### src/hdl/pmfb_pkg.sv
// ----------------------------------------------------------------------------
// pmfb_pkg
// Shared types, constants and helper functions for the Manchester frame
// builder: preamble table, parity and Manchester coding, inter-module structs.
// ----------------------------------------------------------------------------
`default_nettype none

package pmfb_pkg;

  // Field widths of one request.
  localparam int unsigned VersionW = 2;
  localparam int unsigned IdW      = 27;
  localparam int unsigned ValueW   = 20;
  localparam int unsigned StatusW  = 10;

  // Payload and frame geometry.
  localparam int unsigned PayloadW   = 49;
  localparam int unsigned GroupW     = 7;
  localparam int unsigned NumGroups  = 7;
  localparam int unsigned FrameBytes = 9;
  localparam int unsigned FrameW     = 8 * FrameBytes;
  localparam int unsigned NumNibbles = 2 * FrameBytes;

  // Output sequencing: preamble bytes, then one coded byte per nibble.
  localparam int unsigned PreambleLen = 10;
  localparam int unsigned FrameLen    = PreambleLen + NumNibbles;
  localparam int unsigned IdxW        = 5;
  localparam int unsigned PreIdxW     = 4;

  localparam logic [IdxW-1:0] LastIdx     = IdxW'(FrameLen - 1);
  localparam logic [IdxW-1:0] PreambleEnd = IdxW'(PreambleLen);

  // Filler used in status frames around the status flags.
  localparam logic [4:0] StatusLeadOnes  = 5'h1f;
  localparam logic [4:0] StatusTailZeros = 5'h00;

  // Frame handed from the input buffer to the serialiser.
  typedef struct packed {
    logic              valid;
    logic [FrameW-1:0] frame;
  } pmfb_frame_t;

  // Serialiser status reported back to the top level.
  typedef struct packed {
    logic            take;
    logic            active;
    logic [IdxW-1:0] idx;
  } pmfb_ser_status_t;

  // Fixed preamble sent ahead of every coded frame.
  function automatic logic [7:0] preamble_byte(input logic [PreIdxW-1:0] idx);
    logic [7:0] b;
    case (idx)
      4'd0:    b = 8'he1;
      4'd1:    b = 8'h1a;
      4'd2:    b = 8'h03;
      4'd9:    b = 8'h5a;
      default: b = 8'h55;
    endcase
    return b;
  endfunction

  // Seven data bits followed by an even parity bit.
  function automatic logic [7:0] parity_byte(input logic [GroupW-1:0] group);
    return {group, ^group};
  endfunction

  // Manchester code of one nibble, MSB first: a one becomes 01, a zero 10.
  function automatic logic [7:0] manchester_nibble(input logic [3:0] nib);
    logic [7:0] code;
    code = '0;
    for (int k = 0; k < 4; k++) begin
      code[2*k +: 2] = nib[k] ? 2'b01 : 2'b10;
    end
    return code;
  endfunction

endpackage : pmfb_pkg

`default_nettype wire

### src/hdl/pmfb_if.sv
// ----------------------------------------------------------------------------
// pmfb_if
// Valid/ready channels of the frame builder: the request channel and the
// byte stream channel.
// ----------------------------------------------------------------------------
`default_nettype none

interface pmfb_req_if;
  import pmfb_pkg::*;

  logic                valid;
  logic                ready;
  logic                mode;
  logic [VersionW-1:0] version;
  logic [IdW-1:0]      meter_id;
  logic [ValueW-1:0]   meter_value;
  logic [StatusW-1:0]  status;

  modport source (output valid, mode, version, meter_id, meter_value, status,
                  input ready);
  modport sink   (input valid, mode, version, meter_id, meter_value, status,
                  output ready);
endinterface : pmfb_req_if

interface pmfb_byte_if;
  logic       valid;
  logic       ready;
  logic [7:0] tx_byte;
  logic       last;

  modport source (output valid, tx_byte, last, input ready);
  modport sink   (input valid, tx_byte, last, output ready);
endinterface : pmfb_byte_if

`default_nettype wire

### src/hdl/pmfb_encoder.sv
// ----------------------------------------------------------------------------
// pmfb_encoder
// Builds the 49-bit payload from one request, cuts it into seven parity
// bytes and appends the column parity byte twice.
// ----------------------------------------------------------------------------
`default_nettype none

module pmfb_encoder
  import pmfb_pkg::*;
(
  input  wire logic                mode_i,
  input  wire logic [VersionW-1:0] version_i,
  input  wire logic [IdW-1:0]      meter_id_i,
  input  wire logic [ValueW-1:0]   meter_value_i,
  input  wire logic [StatusW-1:0]  status_i,
  output logic      [FrameW-1:0]   frame_o
);

  logic [PayloadW-1:0] payload;
  logic [7:0]          rows [NumGroups];
  logic [7:0]          col;

  // Reading frames carry the pulse count, status frames the flags.
  always_comb begin
    if (mode_i) begin
      payload = {version_i, meter_id_i, StatusLeadOnes, status_i, StatusTailZeros};
    end else begin
      payload = {version_i, meter_id_i, meter_value_i};
    end
  end

  // Row parity per group, column parity over all rows.
  always_comb begin
    col = '0;
    for (int n = 0; n < NumGroups; n++) begin
      rows[n] = parity_byte(payload[PayloadW-1-GroupW*n -: GroupW]);
      col     = col ^ rows[n];
    end
  end

  assign frame_o = {rows[0], rows[1], rows[2], rows[3], rows[4], rows[5], rows[6],
                    col, col};

endmodule : pmfb_encoder

`default_nettype wire

### src/hdl/pmfb_serializer.sv
// ----------------------------------------------------------------------------
// pmfb_serializer
// Walks one frame out as 28 bytes: the preamble, then one Manchester coded
// byte per frame nibble, through a registered output stage.
// ----------------------------------------------------------------------------
`default_nettype none

module pmfb_serializer
  import pmfb_pkg::*;
(
  input  wire logic             clk_i,
  input  wire logic             rst_ni,
  input  wire pmfb_frame_t      frame_i,
  output pmfb_ser_status_t      status_o,
  pmfb_byte_if.source           out_o
);

  logic [FrameW-1:0] frame_q;
  logic [IdxW-1:0]   idx_q;
  logic              active_q;
  logic              out_valid_q;
  logic [7:0]        out_byte_q;
  logic              out_last_q;

  logic              adv;
  logic              done;
  logic              take;
  logic [IdxW-1:0]   nib_idx;
  logic [3:0]        nibs [NumNibbles];
  logic [7:0]        next_byte;

  // A byte moves on when the output register is free or being drained.
  assign adv  = active_q && (!out_valid_q || out_o.ready);
  assign done = adv && (idx_q == LastIdx);
  assign take = frame_i.valid && (!active_q || done);

  // Select the next byte: preamble first, then coded nibbles.
  assign nib_idx = idx_q - PreambleEnd;

  always_comb begin
    for (int j = 0; j < NumNibbles; j++) begin
      nibs[j] = frame_q[FrameW-1-4*j -: 4];
    end
    if (idx_q < PreambleEnd) begin
      next_byte = preamble_byte(idx_q[PreIdxW-1:0]);
    end else begin
      next_byte = manchester_nibble(nibs[nib_idx]);
    end
  end

  // Frame holding register and byte counter.
  always_ff @(posedge clk_i or negedge rst_ni) begin
    if (!rst_ni) begin
      active_q <= 1'b0;
      idx_q    <= '0;
    end else if (take) begin
      active_q <= 1'b1;
      idx_q    <= '0;
    end else if (done) begin
      active_q <= 1'b0;
    end else if (adv) begin
      idx_q <= idx_q + IdxW'(1);
    end
  end

  always_ff @(posedge clk_i) begin
    if (take) begin
      frame_q <= frame_i.frame;
    end
  end

  // Output register.
  always_ff @(posedge clk_i or negedge rst_ni) begin
    if (!rst_ni) begin
      out_valid_q <= 1'b0;
    end else if (adv) begin
      out_valid_q <= 1'b1;
    end else if (out_o.ready) begin
      out_valid_q <= 1'b0;
    end
  end

  always_ff @(posedge clk_i) begin
    if (adv) begin
      out_byte_q <= next_byte;
      out_last_q <= (idx_q == LastIdx);
    end
  end

  assign out_o.valid   = out_valid_q;
  assign out_o.tx_byte = out_byte_q;
  assign out_o.last    = out_last_q;

  assign status_o.take   = take;
  assign status_o.active = active_q;
  assign status_o.idx    = idx_q;

endmodule : pmfb_serializer

`default_nettype wire

### src/hdl/parity_manchester_frame_builder.sv
// ----------------------------------------------------------------------------
// parity_manchester_frame_builder
// Turns one request into a 28-byte radio frame: fixed preamble followed by
// the Manchester coded payload with row and column parity.
// ----------------------------------------------------------------------------
//
//  Channel  Direction  Transfer carries
//  in_i     sink       mode, version, meter_id, meter_value, status
//  out_o    source     tx_byte, last (last on the 28th byte)
//
//  Each request yields 28 byte transfers, one per cycle when out_o is ready;
//  the byte counter sets the pace at which new requests are taken.
//  The encoded frame waits in a one-deep buffer, so the next request is taken
//  while the current frame is still being sent.
//  Reset clears the buffer, counter and output valid; stalls on out_o hold
//  the output byte and pause the counter.
// ----------------------------------------------------------------------------
`default_nettype none

module parity_manchester_frame_builder
  import pmfb_pkg::*;
(
  input  wire logic   clk_i,
  input  wire logic   rst_ni,
  pmfb_req_if.sink    in_i,
  pmfb_byte_if.source out_o
);

  logic              buf_valid_q;
  logic [FrameW-1:0] buf_frame_q;
  logic [FrameW-1:0] enc_frame;
  logic              in_xfer;
  pmfb_frame_t       ser_frame;
  pmfb_ser_status_t  ser_status;

  // Parity and layout of the incoming request.
  pmfb_encoder u_encoder (
    .mode_i        (in_i.mode),
    .version_i     (in_i.version),
    .meter_id_i    (in_i.meter_id),
    .meter_value_i (in_i.meter_value),
    .status_i      (in_i.status),
    .frame_o       (enc_frame)
  );

  // One-deep frame buffer in front of the serialiser.
  assign in_i.ready = !buf_valid_q || ser_status.take;
  assign in_xfer    = in_i.valid && in_i.ready;

  always_ff @(posedge clk_i or negedge rst_ni) begin
    if (!rst_ni) begin
      buf_valid_q <= 1'b0;
    end else if (in_xfer) begin
      buf_valid_q <= 1'b1;
    end else if (ser_status.take) begin
      buf_valid_q <= 1'b0;
    end
  end

  always_ff @(posedge clk_i) begin
    if (in_xfer) begin
      buf_frame_q <= enc_frame;
    end
  end

  assign ser_frame.valid = buf_valid_q;
  assign ser_frame.frame = buf_frame_q;

  // Byte sequencer and output register.
  pmfb_serializer u_serializer (
    .clk_i    (clk_i),
    .rst_ni   (rst_ni),
    .frame_i  (ser_frame),
    .status_o (ser_status),
    .out_o    (out_o)
  );

  // A request transfer never overwrites a buffered frame that is not taken.
  a_no_overwrite: assert property (@(posedge clk_i) disable iff (!rst_ni)
    in_xfer |-> (!buf_valid_q || ser_status.take))
    else $error("request transfer overwrote a pending frame");

  // A taken frame starts at the first preamble byte.
  a_take_restarts: assert property (@(posedge clk_i) disable iff (!rst_ni)
    ser_status.take |=> (ser_status.active && ser_status.idx == '0))
    else $error("frame load did not restart the byte counter");

  // The byte counter never runs past the last byte of a frame.
  a_idx_range: assert property (@(posedge clk_i) disable iff (!rst_ni)
    ser_status.active |-> (ser_status.idx <= LastIdx))
    else $error("byte counter out of range");

  // A last byte that is sent leaves the serialiser idle or reloaded.
  a_last_ends: assert property (@(posedge clk_i) disable iff (!rst_ni)
    (out_o.valid && out_o.ready && out_o.last) |->
      (!ser_status.active || ser_status.idx <= IdxW'(1)))
    else $error("last byte sent while frame still running");

endmodule : parity_manchester_frame_builder

`default_nettype wire
### src/flat_wrapper.sv
// flat-port wrapper written by rule: the top's interface ports become plain ports
module parity_manchester_frame_builder_flat import pmfb_pkg::*;
  (clk_i, rst_ni, in_i_valid, in_i_mode, in_i_version, in_i_meter_id, in_i_meter_value, in_i_status, in_i_ready, out_o_valid, out_o_tx_byte, out_o_last, out_o_ready);
  pmfb_req_if in_i_i ();
  pmfb_byte_if out_o_i ();
  input  wire logic clk_i;
  input  wire logic rst_ni;
  input wire logic [$bits(in_i_i.valid)-1:0] in_i_valid;
  input wire logic [$bits(in_i_i.mode)-1:0] in_i_mode;
  input wire logic [$bits(in_i_i.version)-1:0] in_i_version;
  input wire logic [$bits(in_i_i.meter_id)-1:0] in_i_meter_id;
  input wire logic [$bits(in_i_i.meter_value)-1:0] in_i_meter_value;
  input wire logic [$bits(in_i_i.status)-1:0] in_i_status;
  output wire logic [$bits(in_i_i.ready)-1:0] in_i_ready;
  output wire logic [$bits(out_o_i.valid)-1:0] out_o_valid;
  output wire logic [$bits(out_o_i.tx_byte)-1:0] out_o_tx_byte;
  output wire logic [$bits(out_o_i.last)-1:0] out_o_last;
  input wire logic [$bits(out_o_i.ready)-1:0] out_o_ready;
  assign in_i_i.valid = in_i_valid;
  assign in_i_i.mode = in_i_mode;
  assign in_i_i.version = in_i_version;
  assign in_i_i.meter_id = in_i_meter_id;
  assign in_i_i.meter_value = in_i_meter_value;
  assign in_i_i.status = in_i_status;
  assign in_i_ready = in_i_i.ready;
  assign out_o_valid = out_o_i.valid;
  assign out_o_tx_byte = out_o_i.tx_byte;
  assign out_o_last = out_o_i.last;
  assign out_o_i.ready = out_o_ready;
  parity_manchester_frame_builder u_core (.clk_i(clk_i), .rst_ni(rst_ni), .in_i(in_i_i), .out_o(out_o_i));
endmodule
### config.mk
export PLATFORM = sky130hd
export DESIGN_NAME = parity_manchester_frame_builder_flat
export DESIGN_NICKNAME = d
export VERILOG_FILES = /design/src/hdl/pmfb_pkg.sv /design/src/hdl/pmfb_if.sv /design/src/hdl/pmfb_encoder.sv /design/src/hdl/pmfb_serializer.sv /design/src/hdl/parity_manchester_frame_builder.sv /design/src/flat_wrapper.sv
export SDC_FILE = /design/constraint.sdc
export NUM_CORES = 1
export LEC_CHECK = 0
export BUFFER_PORTS_ARGS = -buffer_cell sky130_fd_sc_hd__clkbuf_2
export CORE_MARGIN = 4
export CORE_UTILIZATION = 31
export DETAILED_ROUTE_END_ITERATION = 8
export GPL_ROUTABILITY_DRIVEN = 0
export PLACE_DENSITY_LB_ADDON = 0.25
export SYNTH_ARGS = -nofsm -noshare
export SYNTH_HDL_FRONTEND = slang
export SYNTH_SLANG_ARGS = --single-unit
### constraint.sdc
create_clock -name clk_i -period 5.2 [get_ports clk_i]
set_input_delay 0.26 -clock clk_i [delete_from_list [all_inputs] [get_ports clk_i]]
set_output_delay 0.26 -clock clk_i [all_outputs]
set_load 0.02 [all_outputs]
**Word level (Yosys, flattened, before mapping)**

Cells that the tools add are included.

- Bitwise gates (word level): 7
- Add/subtract/negate cells: 2
- Magnitude comparators: 2
- Equality and inequality tests: 5
- Reductions and logical operators: 23
- Mux-type cells: 19

Operators with widths:

| kind | number |
|---|---|
| 7-bit XOR reduction | 7 |
| 8-bit XOR | 6 |
| 8-bit one-hot mux with 4 select lines | 1 |
| 4-bit binary-select mux with 5-bit select | 1 |
| 20-bit 2-to-1 mux | 1 |
| 5-bit 2-to-1 mux | 3 |
| 2-bit 2-to-1 mux | 4 |
| 4-bit 2-to-1 mux | 2 |
| 8-bit 2-to-1 mux | 1 |
| 2-bit nonzero test | 4 |
| 6-bit >= comparator, second input constant | 1 |
| 1-bit 2-to-1 mux | 6 |
| 5-bit NOT with 6-bit output | 1 |
| 5-bit by 1-bit adder with 5-bit output, second input constant | 1 |
| 5-bit == test, second input constant | 1 |
| 5-bit by 4-bit < comparator with 1-bit output, second input constant | 1 |
| 5-bit by 4-bit subtractor with 5-bit output, second input constant | 1 |
| 4-bit by 1-bit == test with 1-bit output, second input constant | 1 |
| 4-bit by 2-bit == test with 1-bit output, second input constant | 1 |
| 4-bit == test, second input constant | 1 |
| 1-bit logical AND | 4 |
| 4-bit logical NOT | 1 |
| 1-bit logical NOT | 3 |
| 1-bit logical OR | 3 |
| other kinds (2) | 2 |

- Output and inout port bits: 11
- Flip-flop bits (word level): 161
- Word-level logic and storage cells: 66

**Depth between registers and ports, before layout**

Gate-level depths: netlist of the first run.

- Depth after elaboration: 9
- Mapped depth: 9
- Gate-level depth less buffers: 7

**Cells and area by module**

A second synthesis of the first run with hierarchy kept.

- Cells, all modules: 459
- Area total of the unflattened synthesis: 7,398.3 µm²

Modules (own cells, without submodules):

| module | times used | area an instance (µm²) | cells an instance | sequential area each (µm²) |
|---|---|---|---|---|
| pmfb_serializer | 1 | 3,778.6 | 223 | 2,607.5 |
| parity_manchester_frame_builder | 1 | 2,215.9 | 76 | 2,187.1 |
| pmfb_encoder | 1 | 1,403.8 | 160 | 0.0 |

**Least setup slack after synthesis of the first run**

Ideal clock, no wire load.

- Path type: reg-to-reg
- Start: register u_core.u_serializer.idx_q[1]
- End: register u_core.u_serializer.frame_q[10] (enable)
- Cell stages (with the launch flop): 6
- Arrival: 3,846 ps
- Slack: 868 ps
- Period minus slack after synthesis: 4,332 ps
- Path buffers: 0
- Cell sequence: dfrtp_1 ha_1 nand4b_1 o21ai_0 inv_1 nor2_1

RTL lines:

| what | line | source |
|---|---|---|
| start: declaration | pmfb_serializer.sv:19 | `logic [IdxW-1:0] idx_q;` |
| start signal: assignment | pmfb_serializer.sv:62 | `idx_q <= idx_q + IdxW'(1);` |
| end signal: assignment | pmfb_serializer.sv:68 | `frame_q <= frame_i.frame;` |
| end: declaration | pmfb_serializer.sv:18 | `logic [FrameW-1:0] frame_q;` |

**Final worst setup path of the first run**

- Start: register u_core.u_serializer.idx_q[1]
- End: register u_core.u_serializer.out_byte_q[2] (netlist: u_core.u_serializer.out_o.tx_byte[2]), data pin

- Cells in the longest elaborated chain, start to end: 7
- Elaborated cells on any way between the ends: 13
- Classes of those cells: 1 x add/sub; 1 x order compare; 3 x eq/ne; 6 x mux; 1 x bitwise; 1 x reduce/logical

Ends and longest elaborated chain:

| what | line | source |
|---|---|---|
| 5-bit by 4-bit subtractor with 5-bit output | pmfb_serializer.sv:38 | `assign nib_idx = idx_q - PreambleEnd;` |
| 5-bit NOT with 6-bit output (implied by the code) | pmfb_serializer.sv:47 | `next_byte = manchester_nibble(nibs[nib_idx]);` |
| 4-bit binary-select mux with 5-bit select | pmfb_serializer.sv:47 |  |
| 4-bit 2-to-1 mux (implied by the code) (2 in a row) | pmfb_serializer.sv:47 |  |
| 2-bit 2-to-1 mux | pmfb_pkg.sv:73 | `code[2*k +: 2] = nib[k] ? 2'b01 : 2'b10;` |
| 8-bit 2-to-1 mux (*) | pmfb_serializer.sv:44 | `if (idx_q < PreambleEnd) begin` |
| net u_core.u_serializer.next_byte[2] | pmfb_serializer.sv:30 | `logic [7:0] next_byte;` |
| end signal: assignment | pmfb_serializer.sv:85 | `out_byte_q <= next_byte;` |
| end: declaration | pmfb_serializer.sv:22 | `logic [7:0] out_byte_q;` |

Mark *: on every way through the listed nets, which the timed path passes. The rest lies on a longest branch. The select of a mux whose other input is x is not followed.
A chain may end at the register's enable or synchronous reset.

==> flow_metrics.py, run 1 <==
metrics = {
    "clocking": {
        "cts.sinks": 145,
        "post-cts-setup-buffers": 0,
        "clk_pin_slew_ps": 60,
        "cts.htree.levels": 4,
        "tritoncts": "done",
        "cts_resized": 0,
        "cts_root_buf": "clkbuf_16",
        "clockBufferDepth": 2,
        "clk_latency_ps": 420,
        "cts-buffers-inserted": 17,
    },
    "run_status": {
        "outcome": "finished, final reports clean",
    },
    "sta": {
        "worstMarginPinSlew_ps": 1138,
        "max_freq_mhz": 284.7,
        "finalHoldViolations": 0,
        "fin_skew_ps": 7.745,
        "setup_tns_ps": 0,
        "report.final.slew_viol_count": 0,
        "period_needed_ps": 3513,
        "relSlewSlack": 0.2391,
        "rsz0062_at_grt": "no",
        "min_period_over_period": 0.6756,
        "final-setup-viol-count": 0,
    },
    "cells_and_area": {
        "utilization": 0.3817,
        "synthToLayoutAreaGrowth_pct": 19.62,
        "final_nets": 547,
        "diodes": 0,
        "drive_gt1_frac": 0.2816,
        "final_area_sq_mm": 0.007797,
    },
    "drt": {
        "drc": 0,
        "firstDrtPassIters": 4,
        "via_per_inst": 4.438,
        "drt_iter0_drc": 187,
        "vias": 3373,
        "routed_wl_mm": 13.28,
        "routedWlPerCell_um": 17.48,
        "ant_nets": 0,
    },
    "critical_path": {
        "crit_top_cell": "a31oi_1",
        "slowest_stage": "xor2_1",
        "end_kind": "flop",
        "startpoint_type": "flop",
        "critPathMaxStageDelay_ps": 900,
        "worstPathRequired_ps": 5370,
        "cp.arrival_ps": 3690,
        "crit_chain": "inv_1 > ha_1 > xor2_1 > mux4_2 > a31oi_1 > a31oi_1 > nand2b_1",
        "worst-setup-path-type": "flop to flop",
        "critical_path.max_fanout": 15,
        "crit_buf_inv": 1,
        "cpLargestDelayFamily": "XOR/XNOR gates",
    },
    "floorplan": {
        "core_sq_mm": 0.02043,
        "die_area_sq_mm": 0.02341,
        "dieHeight_um": 153.0,
        "io-pin-count": 75,
        "start_util": 0.3191,
        "die_w_um": 153.0,
        "std_cell_rows": 52,
    },
    "grt": {
        "antenna_found_initial": 0,
        "grt_overflow": 0,
        "grt_pass1_vias": 3539,
        "grt_max_degree": 65,
        "grt_pass1_wl_mm": 21.05,
        "grtUsageTotal": 0.1193,
    },
    "synth": {
        "yosysUniqueCellTypes": 36,
        "yosysMostFrequentCell": "edfxtp_1",
        "netlist_area_sq_mm": 0.006519,
        "synthArstFlopShare": 0.05517,
        "ys.flop_type": "edfxtp_1",
        "synth_edf_count": 137,
        "yosysSeqAreaShare": 0.6618,
        "syn_area_per_cell_sq_um": 16.63,
        "synth_area_leaders": "edfxtp_1, xnor2_1, mux4_2, xnor3_1, dfrtp_1",
        "synth_common_cells": "edfxtp_1, xnor2_1, nor2_1, mux4_2, mux2i_1",
        "ys_ff_latch": 145,
        "yosysTopAreaCell": "edfxtp_1",
        "yosysWarnings": 0,
        "syn_inst": 392,
        "synth.top_cell.area_share": 0.6311,
        "synthesis.nets": 462,
    },
    "pwr": {
        "p_sw_mw": 1.009,
        "power.leakage_nw": 2.840,
        "p_seq_frac": 0.403,
        "comb_power_share": 0.261,
        "ir_drop_v": 0.0002146,
        "internal_power_mw": 2.534,
        "clock_power_share": 0.336,
        "p_sw_frac": 0.2849,
        "p_per_area_mw_per_mm2": 454.5,
    },
    "place": {
        "hpwl_mm": 9.917,
        "port_buffers": 74,
        "placed_cell_area_sq_mm": 0.007202,
    },
    "flow_run": {
        "maxCapViolCount": 0,
    },
    "hold_path": {
        "hold_path_class": "primary input to flop",
    },
}
-- repair_timing --
action | in CTS | in global routing
hold buffers | 1 | 0
setup endpoints to repair | 0 | 0
endpoints found under the hold margin | 8 | 0
-- power groups by stage --
stage	combinational [mW]	sequential (mW)	clock, mW
3_5_place_dp	0.937	1.45	0
2_1_floorplan	0.686	1.47	0
4_1_cts	0.943	1.43	1.22
6_report	0.925	1.43	1.19
5_1_grt	1.03	1.44	1.27
3_3_place_gp	0.921	1.45	0
-- worst paths after layout --
| check | cells past startpoint | to | startpoint | slack [ps] |
|---|---|---|---|---|
| hold / removal | 2 | u_core.buf_valid_q | in_i_valid | 40 |
| max in group asynchronous | 2 | u_core.u_serializer.idx_q[1] | rst_ni | 4790 |
| setup / recovery | 7 | u_core.u_serializer.out_o.tx_byte[2] | u_core.u_serializer.idx_q[1] | 1690 |
| min in group asynchronous | 2 | u_core.u_serializer.idx_q[3] | rst_ni | 220 |
| hold reg to reg | 0 | u_core.u_serializer.frame_q[18] | u_core.buf_frame_q[18] | 420 |
| setup reg to reg | 7 | u_core.u_serializer.out_o.tx_byte[2] | u_core.u_serializer.idx_q[1] | 1690 |
-- area by class of cell --
| cell class | count | area [sq um] |
|---|---|---|
| Clock inverter | 15 | 160.2 |
| Multi-Input combinational cell | 221 | 2105 |
| Fill cell | 1977 | 12630 |
| Inverter | 14 | 52.55 |
| Tap cell | 270 | 337.8 |
| Timing Repair Buffer | 78 | 402.9 |
| Sequential cell | 145 | 4314 |
| Clock buffer | 17 | 425.4 |
-- cell usage in the layout (no fill, tap or decap), types with 2 or more instances in the layout --
cell	Yosys	routed
a21oi_1	6	6
a22o_1	2	2
a22oi_1	2	2
a31oi_1	5	5
a32o_1	2	2
buf_4	0	3
bufinv_16	0	2
clkbuf_16	0	17
clkbuf_2	0	74
clkinv_4	0	3
clkinvlp_4	0	4
dfrtp_1	8	8
edfxtp_1	137	137
ha_1	6	6
inv_1	14	14
inv_6	0	4
mux2_2	6	6
mux2i_1	15	15
mux4_2	16	16
nand2_1	13	13
nand2b_1	6	6
nand3_1	5	5
nor2_1	18	17
nor2b_1	9	9
nor3b_1	2	2
o21ai_0	12	12
o31ai_1	2	2
or2_2	6	6
xnor2_1	55	55
xnor3_1	14	14
xor2_1	9	9
-- metal layers --
metal | global-route usage | share of wire | wire (um)
met1 | 0.1526 | 0.43 | 5738
met5 | 0 | 0 | 0
met3 | 0.03364 | 0.044 | 583
met2 | 0.1981 | 0.51 | 6791
met4 | 0.03691 | 0.013 | 169
-- cell families (layout without fill, tap and decap cells) --
| family | Yosys count | after routing | synth area share |
|---|---|---|---|
| XOR/XNOR | 79 | 79 | 0.1380 |
| flip-flops | 145 | 145 | 0.6618 |
| multiplexers | 37 | 37 | 0.08867 |
| adder cells (fa/ha/maj) | 6 | 6 | 0.01152 |
| buffers and inverters | 26 | 124 | 0.01670 |
| AO/OA/AOI/OAI | 35 | 35 | 0.03417 |
| AND/OR/NAND/NOR | 64 | 64 | 0.04914 |
-- flip-flops by register name, summed over array words and instances, names as in the netlist --
name	count
u_core.u_serializer.frame_q	64
u_core.u_serializer.out_o.last	1
u_core.u_serializer.idx_q	5
u_core.u_serializer.out_o.valid	1
u_core.u_serializer.out_o.tx_byte	8
u_core.buf_frame_q	64
u_core.u_serializer.active_q	1
u_core.buf_valid_q	1
-- per-stage QoR --
step                      hold slack, ps  cells  setup slack [ps]  power [mW]
final                              41.56    760              1687       3.544
after global routing               39.25    760              1340       3.736
after CTS                          30.01    760              1639       3.588
after detailed placement           128.9    727              1654       2.390
after global placement             120.0    727              1778       2.370
after floorplan                   -35.59    392             868.2       2.153
(Power assumes the default switching activity.)
==> run 2, diff against run 1 <==
--- a/config.mk
+++ b/config.mk
@@ -5,6 +5,7 @@
 export SDC_FILE = /design/constraint.sdc
 export NUM_CORES = 1
 export LEC_CHECK = 0
+export ABC_AREA = 1
 export BUFFER_PORTS_ARGS = -buffer_cell sky130_fd_sc_hd__clkbuf_2
 export CORE_MARGIN = 4
 export CORE_UTILIZATION = 31
==> constraint.sdc (replaced) <==
create_clock -name clk_i -period 3.45 [get_ports clk_i]
set_input_delay 0.1725 -clock clk_i [delete_from_list [all_inputs] [get_ports clk_i]]
set_output_delay 0.1725 -clock clk_i [all_outputs]
set_load 0.02 [all_outputs]
==> flow_metrics.py, run 2 <==
metrics = {
    "grt": {
        "grt_overflow": 0,
        "grt_pass1_vias": 4865,
        "antenna_found_initial": 0,
        "grt_pass1_wl_mm": 25.95,
        "grt_max_degree": 51,
        "grtUsageTotal": 0.1326,
    },
    "synth": {
        "yosysTopAreaCell": "edfxtp_1",
        "muxShareOfSynthArea": 0.002840,
        "synthArstFlopShare": 0.05517,
        "synthesis.nets": 787,
        "yosysSeqAreaShare": 0.6120,
        "synth_top_family_by_area": "simple AND/OR/NAND/NOR gates",
        "ys_ff_latch": 145,
        "synth_common_cells": "nand2_1, edfxtp_1, inv_1, nor2_1, o21ai_0",
        "netlist_area_sq_mm": 0.007049,
        "ys.flop_type": "edfxtp_1",
        "synth.top_cell.area_share": 0.5836,
        "yosys.area_share.adder": 0.01065,
        "yosysWarnings": 0,
        "yosysMostFrequentCell": "nand2_1",
        "yosysUniqueCellTypes": 33,
        "synth_area_leaders": "edfxtp_1, nand2_1, inv_1, nor2_1, o21ai_0",
        "synth_compound_area_frac": 0.06816,
        "syn_area_per_cell_sq_um": 9.832,
        "synth_edf_count": 137,
        "yosys.area_share.xor_xnor": 0.05715,
        "synthSimpleGateAreaFrac": 0.1967,
        "syn_inst": 717,
    },
    "run_status": {
        "outcome": "finished, final reports clean",
    },
    "sta": {
        "final-setup-viol-count": 0,
        "finalHoldViolations": 0,
        "worstMarginPinSlew_ps": 687.8,
        "fin_skew_ps": 7.134,
        "report.final.slew_viol_count": 0,
        "setup_tns_ps": 0,
        "rsz0062_at_grt": "no",
        "fin_ws_ps": 1074,
        "relSlewSlack": 0.5398,
        "period_needed_ps": 2376,
        "min_period_over_period": 0.6886,
        "max_freq_mhz": 420.9,
    },
    "pwr": {
        "power.leakage_nw": 3.598,
        "internal_power_mw": 3.751,
        "report.power.total_mw": 5.564,
        "clock_power_share": 0.322,
        "p_per_area_mw_per_mm2": 654.6,
        "p_sw_mw": 1.814,
        "p_seq_frac": 0.397,
        "comb_power_share": 0.281,
        "ir_drop_v": 0.0003134,
        "p_sw_frac": 0.3259,
    },
    "drt": {
        "firstDrtPassIters": 5,
        "via_per_inst": 4.514,
        "routed_wl_mm": 16.44,
        "routedWlPerCell_um": 14.84,
        "vias": 5002,
        "drc": 0,
        "ant_nets": 0,
        "drt_iter0_drc": 350,
    },
    "cells_and_area": {
        "final_nets": 885,
        "n_fill_cell": 2174,
        "synthToLayoutAreaGrowth_pct": 20.59,
        "final_common_cell": "nand2_1",
        "final_cell_mix": "nand2_1, edfxtp_1, clkbuf_2",
        "drive_gt1_frac": 0.1534,
        "fin_cells": 1108,
        "diodes": 0,
    },
    "floorplan": {
        "std_cell_rows": 54,
        "io-pin-count": 75,
        "dieHeight_um": 158.8,
        "core_sq_mm": 0.02209,
        "start_util": 0.3191,
        "die_area_sq_mm": 0.02522,
        "die_w_um": 158.8,
    },
    "place": {
        "hpwl_mm": 12.68,
        "dp_cells": 1065,
        "port_buffers": 74,
        "post-place-ws_ps": 1042,
    },
    "critical_path": {
        "r2r_start": "u_core.u_serializer.idx_q[0]",
        "r2r_slack_ps": 1070,
        "worstPathRequired_ps": 3570,
        "reg2reg_depth": 6,
        "end_kind": "flop",
        "critical_path.max_fanout": 19,
        "worst-setup-path-type": "flop to flop",
        "startpoint_type": "flop",
        "cp.arrival_ps": 2500,
        "rr_endpoint": "u_core.buf_frame_q[57]",
    },
    "clocking": {
        "cts-buffers-inserted": 17,
        "cts.htree.levels": 4,
        "cts_root_buf": "clkbuf_16",
        "clk_pin_slew_ps": 60,
        "clk_latency_ps": 420,
        "cts.sinks": 145,
        "clockBufferDepth": 2,
        "tritoncts": "done",
    },
    "hold_path": {
        "min_to": "u_core.buf_frame_q[71]",
        "min_delay_path_depth": 1,
        "min-delay-start": "in_i_version[1]",
        "hold_path_class": "primary input to flop",
    },
    "flow_run": {
        "maxCapViolCount": 0,
    },
}
[run 2: critical path, cell delays in order (launching register included)]
cell and delay, ps:
dfrtp_1 600, ha_1 240, nand4_1 130, nand2_1 130, nand2_1 160, a21oi_4 570, buf_12 250
[run 2: worst max-delay path by stage]
stage                            startpoint                                    to  slack, ps
6_report       u_core.u_serializer.idx_q[0]                u_core.buf_frame_q[57]       1070
5_1_grt        u_core.u_serializer.idx_q[0]  u_core.u_serializer.out_o.tx_byte[7]        840
4_1_cts        u_core.u_serializer.idx_q[0]                u_core.buf_frame_q[44]       1030
3_5_place_dp   u_core.u_serializer.idx_q[0]                u_core.buf_frame_q[66]       1040
3_3_place_gp   u_core.u_serializer.idx_q[0]                u_core.buf_frame_q[41]       1100
2_1_floorplan  u_core.u_serializer.idx_q[1]                u_core.buf_frame_q[10]        230
[run 2: power by group through the flow]
stage                     Combinational [mW]  Sequential [mW]  Clock [mW]
after floorplan                         1.05             2.29           0
after global placement                  1.54             2.25           0
after detailed placement                1.55             2.25           0
after CTS                               1.57             2.21        1.84
after global routing                    1.77             2.22        1.91
final                                   1.56             2.21        1.79
[run 2: per-layer routing]
| layer | vias up | part of all wire | global-route usage |
|---|---|---|---|
| met3 | 13 | 0.051 | 0.03318 |
| met1 | 2271 | 0.46 | 0.1739 |
| met5 | - | 0 | 0 |
| met4 | 0 | 0.014 | 0.04142 |
| met2 | 128 | 0.48 | 0.2176 |
| li1 | 2590 | - | - |
[run 2: kinds of logic (layout without fill, tap and decap cells)]
kind of cell             Yosys count  in the layout
adder cells (fa/ha/maj)            6              6
flip-flops                       145            145
buffers and inverters             89            200
XOR/XNOR                          46             46
AO/OA/AOI/OAI                     84             84
AND/OR/NAND/NOR                  345            345
multiplexers                       2              2
[run 2: layout make-up]
class                           instances  area (sq um)  share of cell area
Tap cell                              280         350.3             0.04121
Multi-Input combinational cell        483          2384              0.2804
Inverter                               73         276.5             0.03253
Clock buffer                           18         429.2             0.05049
Timing Repair Buffer                   95         593.1             0.06977
Sequential cell                       145          4314              0.5075
Clock inverter                         14         153.9             0.01810
[run 2: what timing repair did]
item                                    4_1_cts  5_1_grt
endpoints found under the hold margin        18        0
buffers inserted                              0        0
gates resized for setup                       0        0
hold buffers                                 11        0
endpoints found under the setup margin        0        0
[run 2: through the flow]
step	cell area [sq um]	utilization	hold slack, ps
after floorplan	7056	-	-123.1
final	8501	0.3848	14.99
after detailed placement	7807	0.3534	38.51
after global placement	7807	0.3534	34.70
after CTS	8501	0.3848	1.186
after global routing	8501	0.3848	2.450
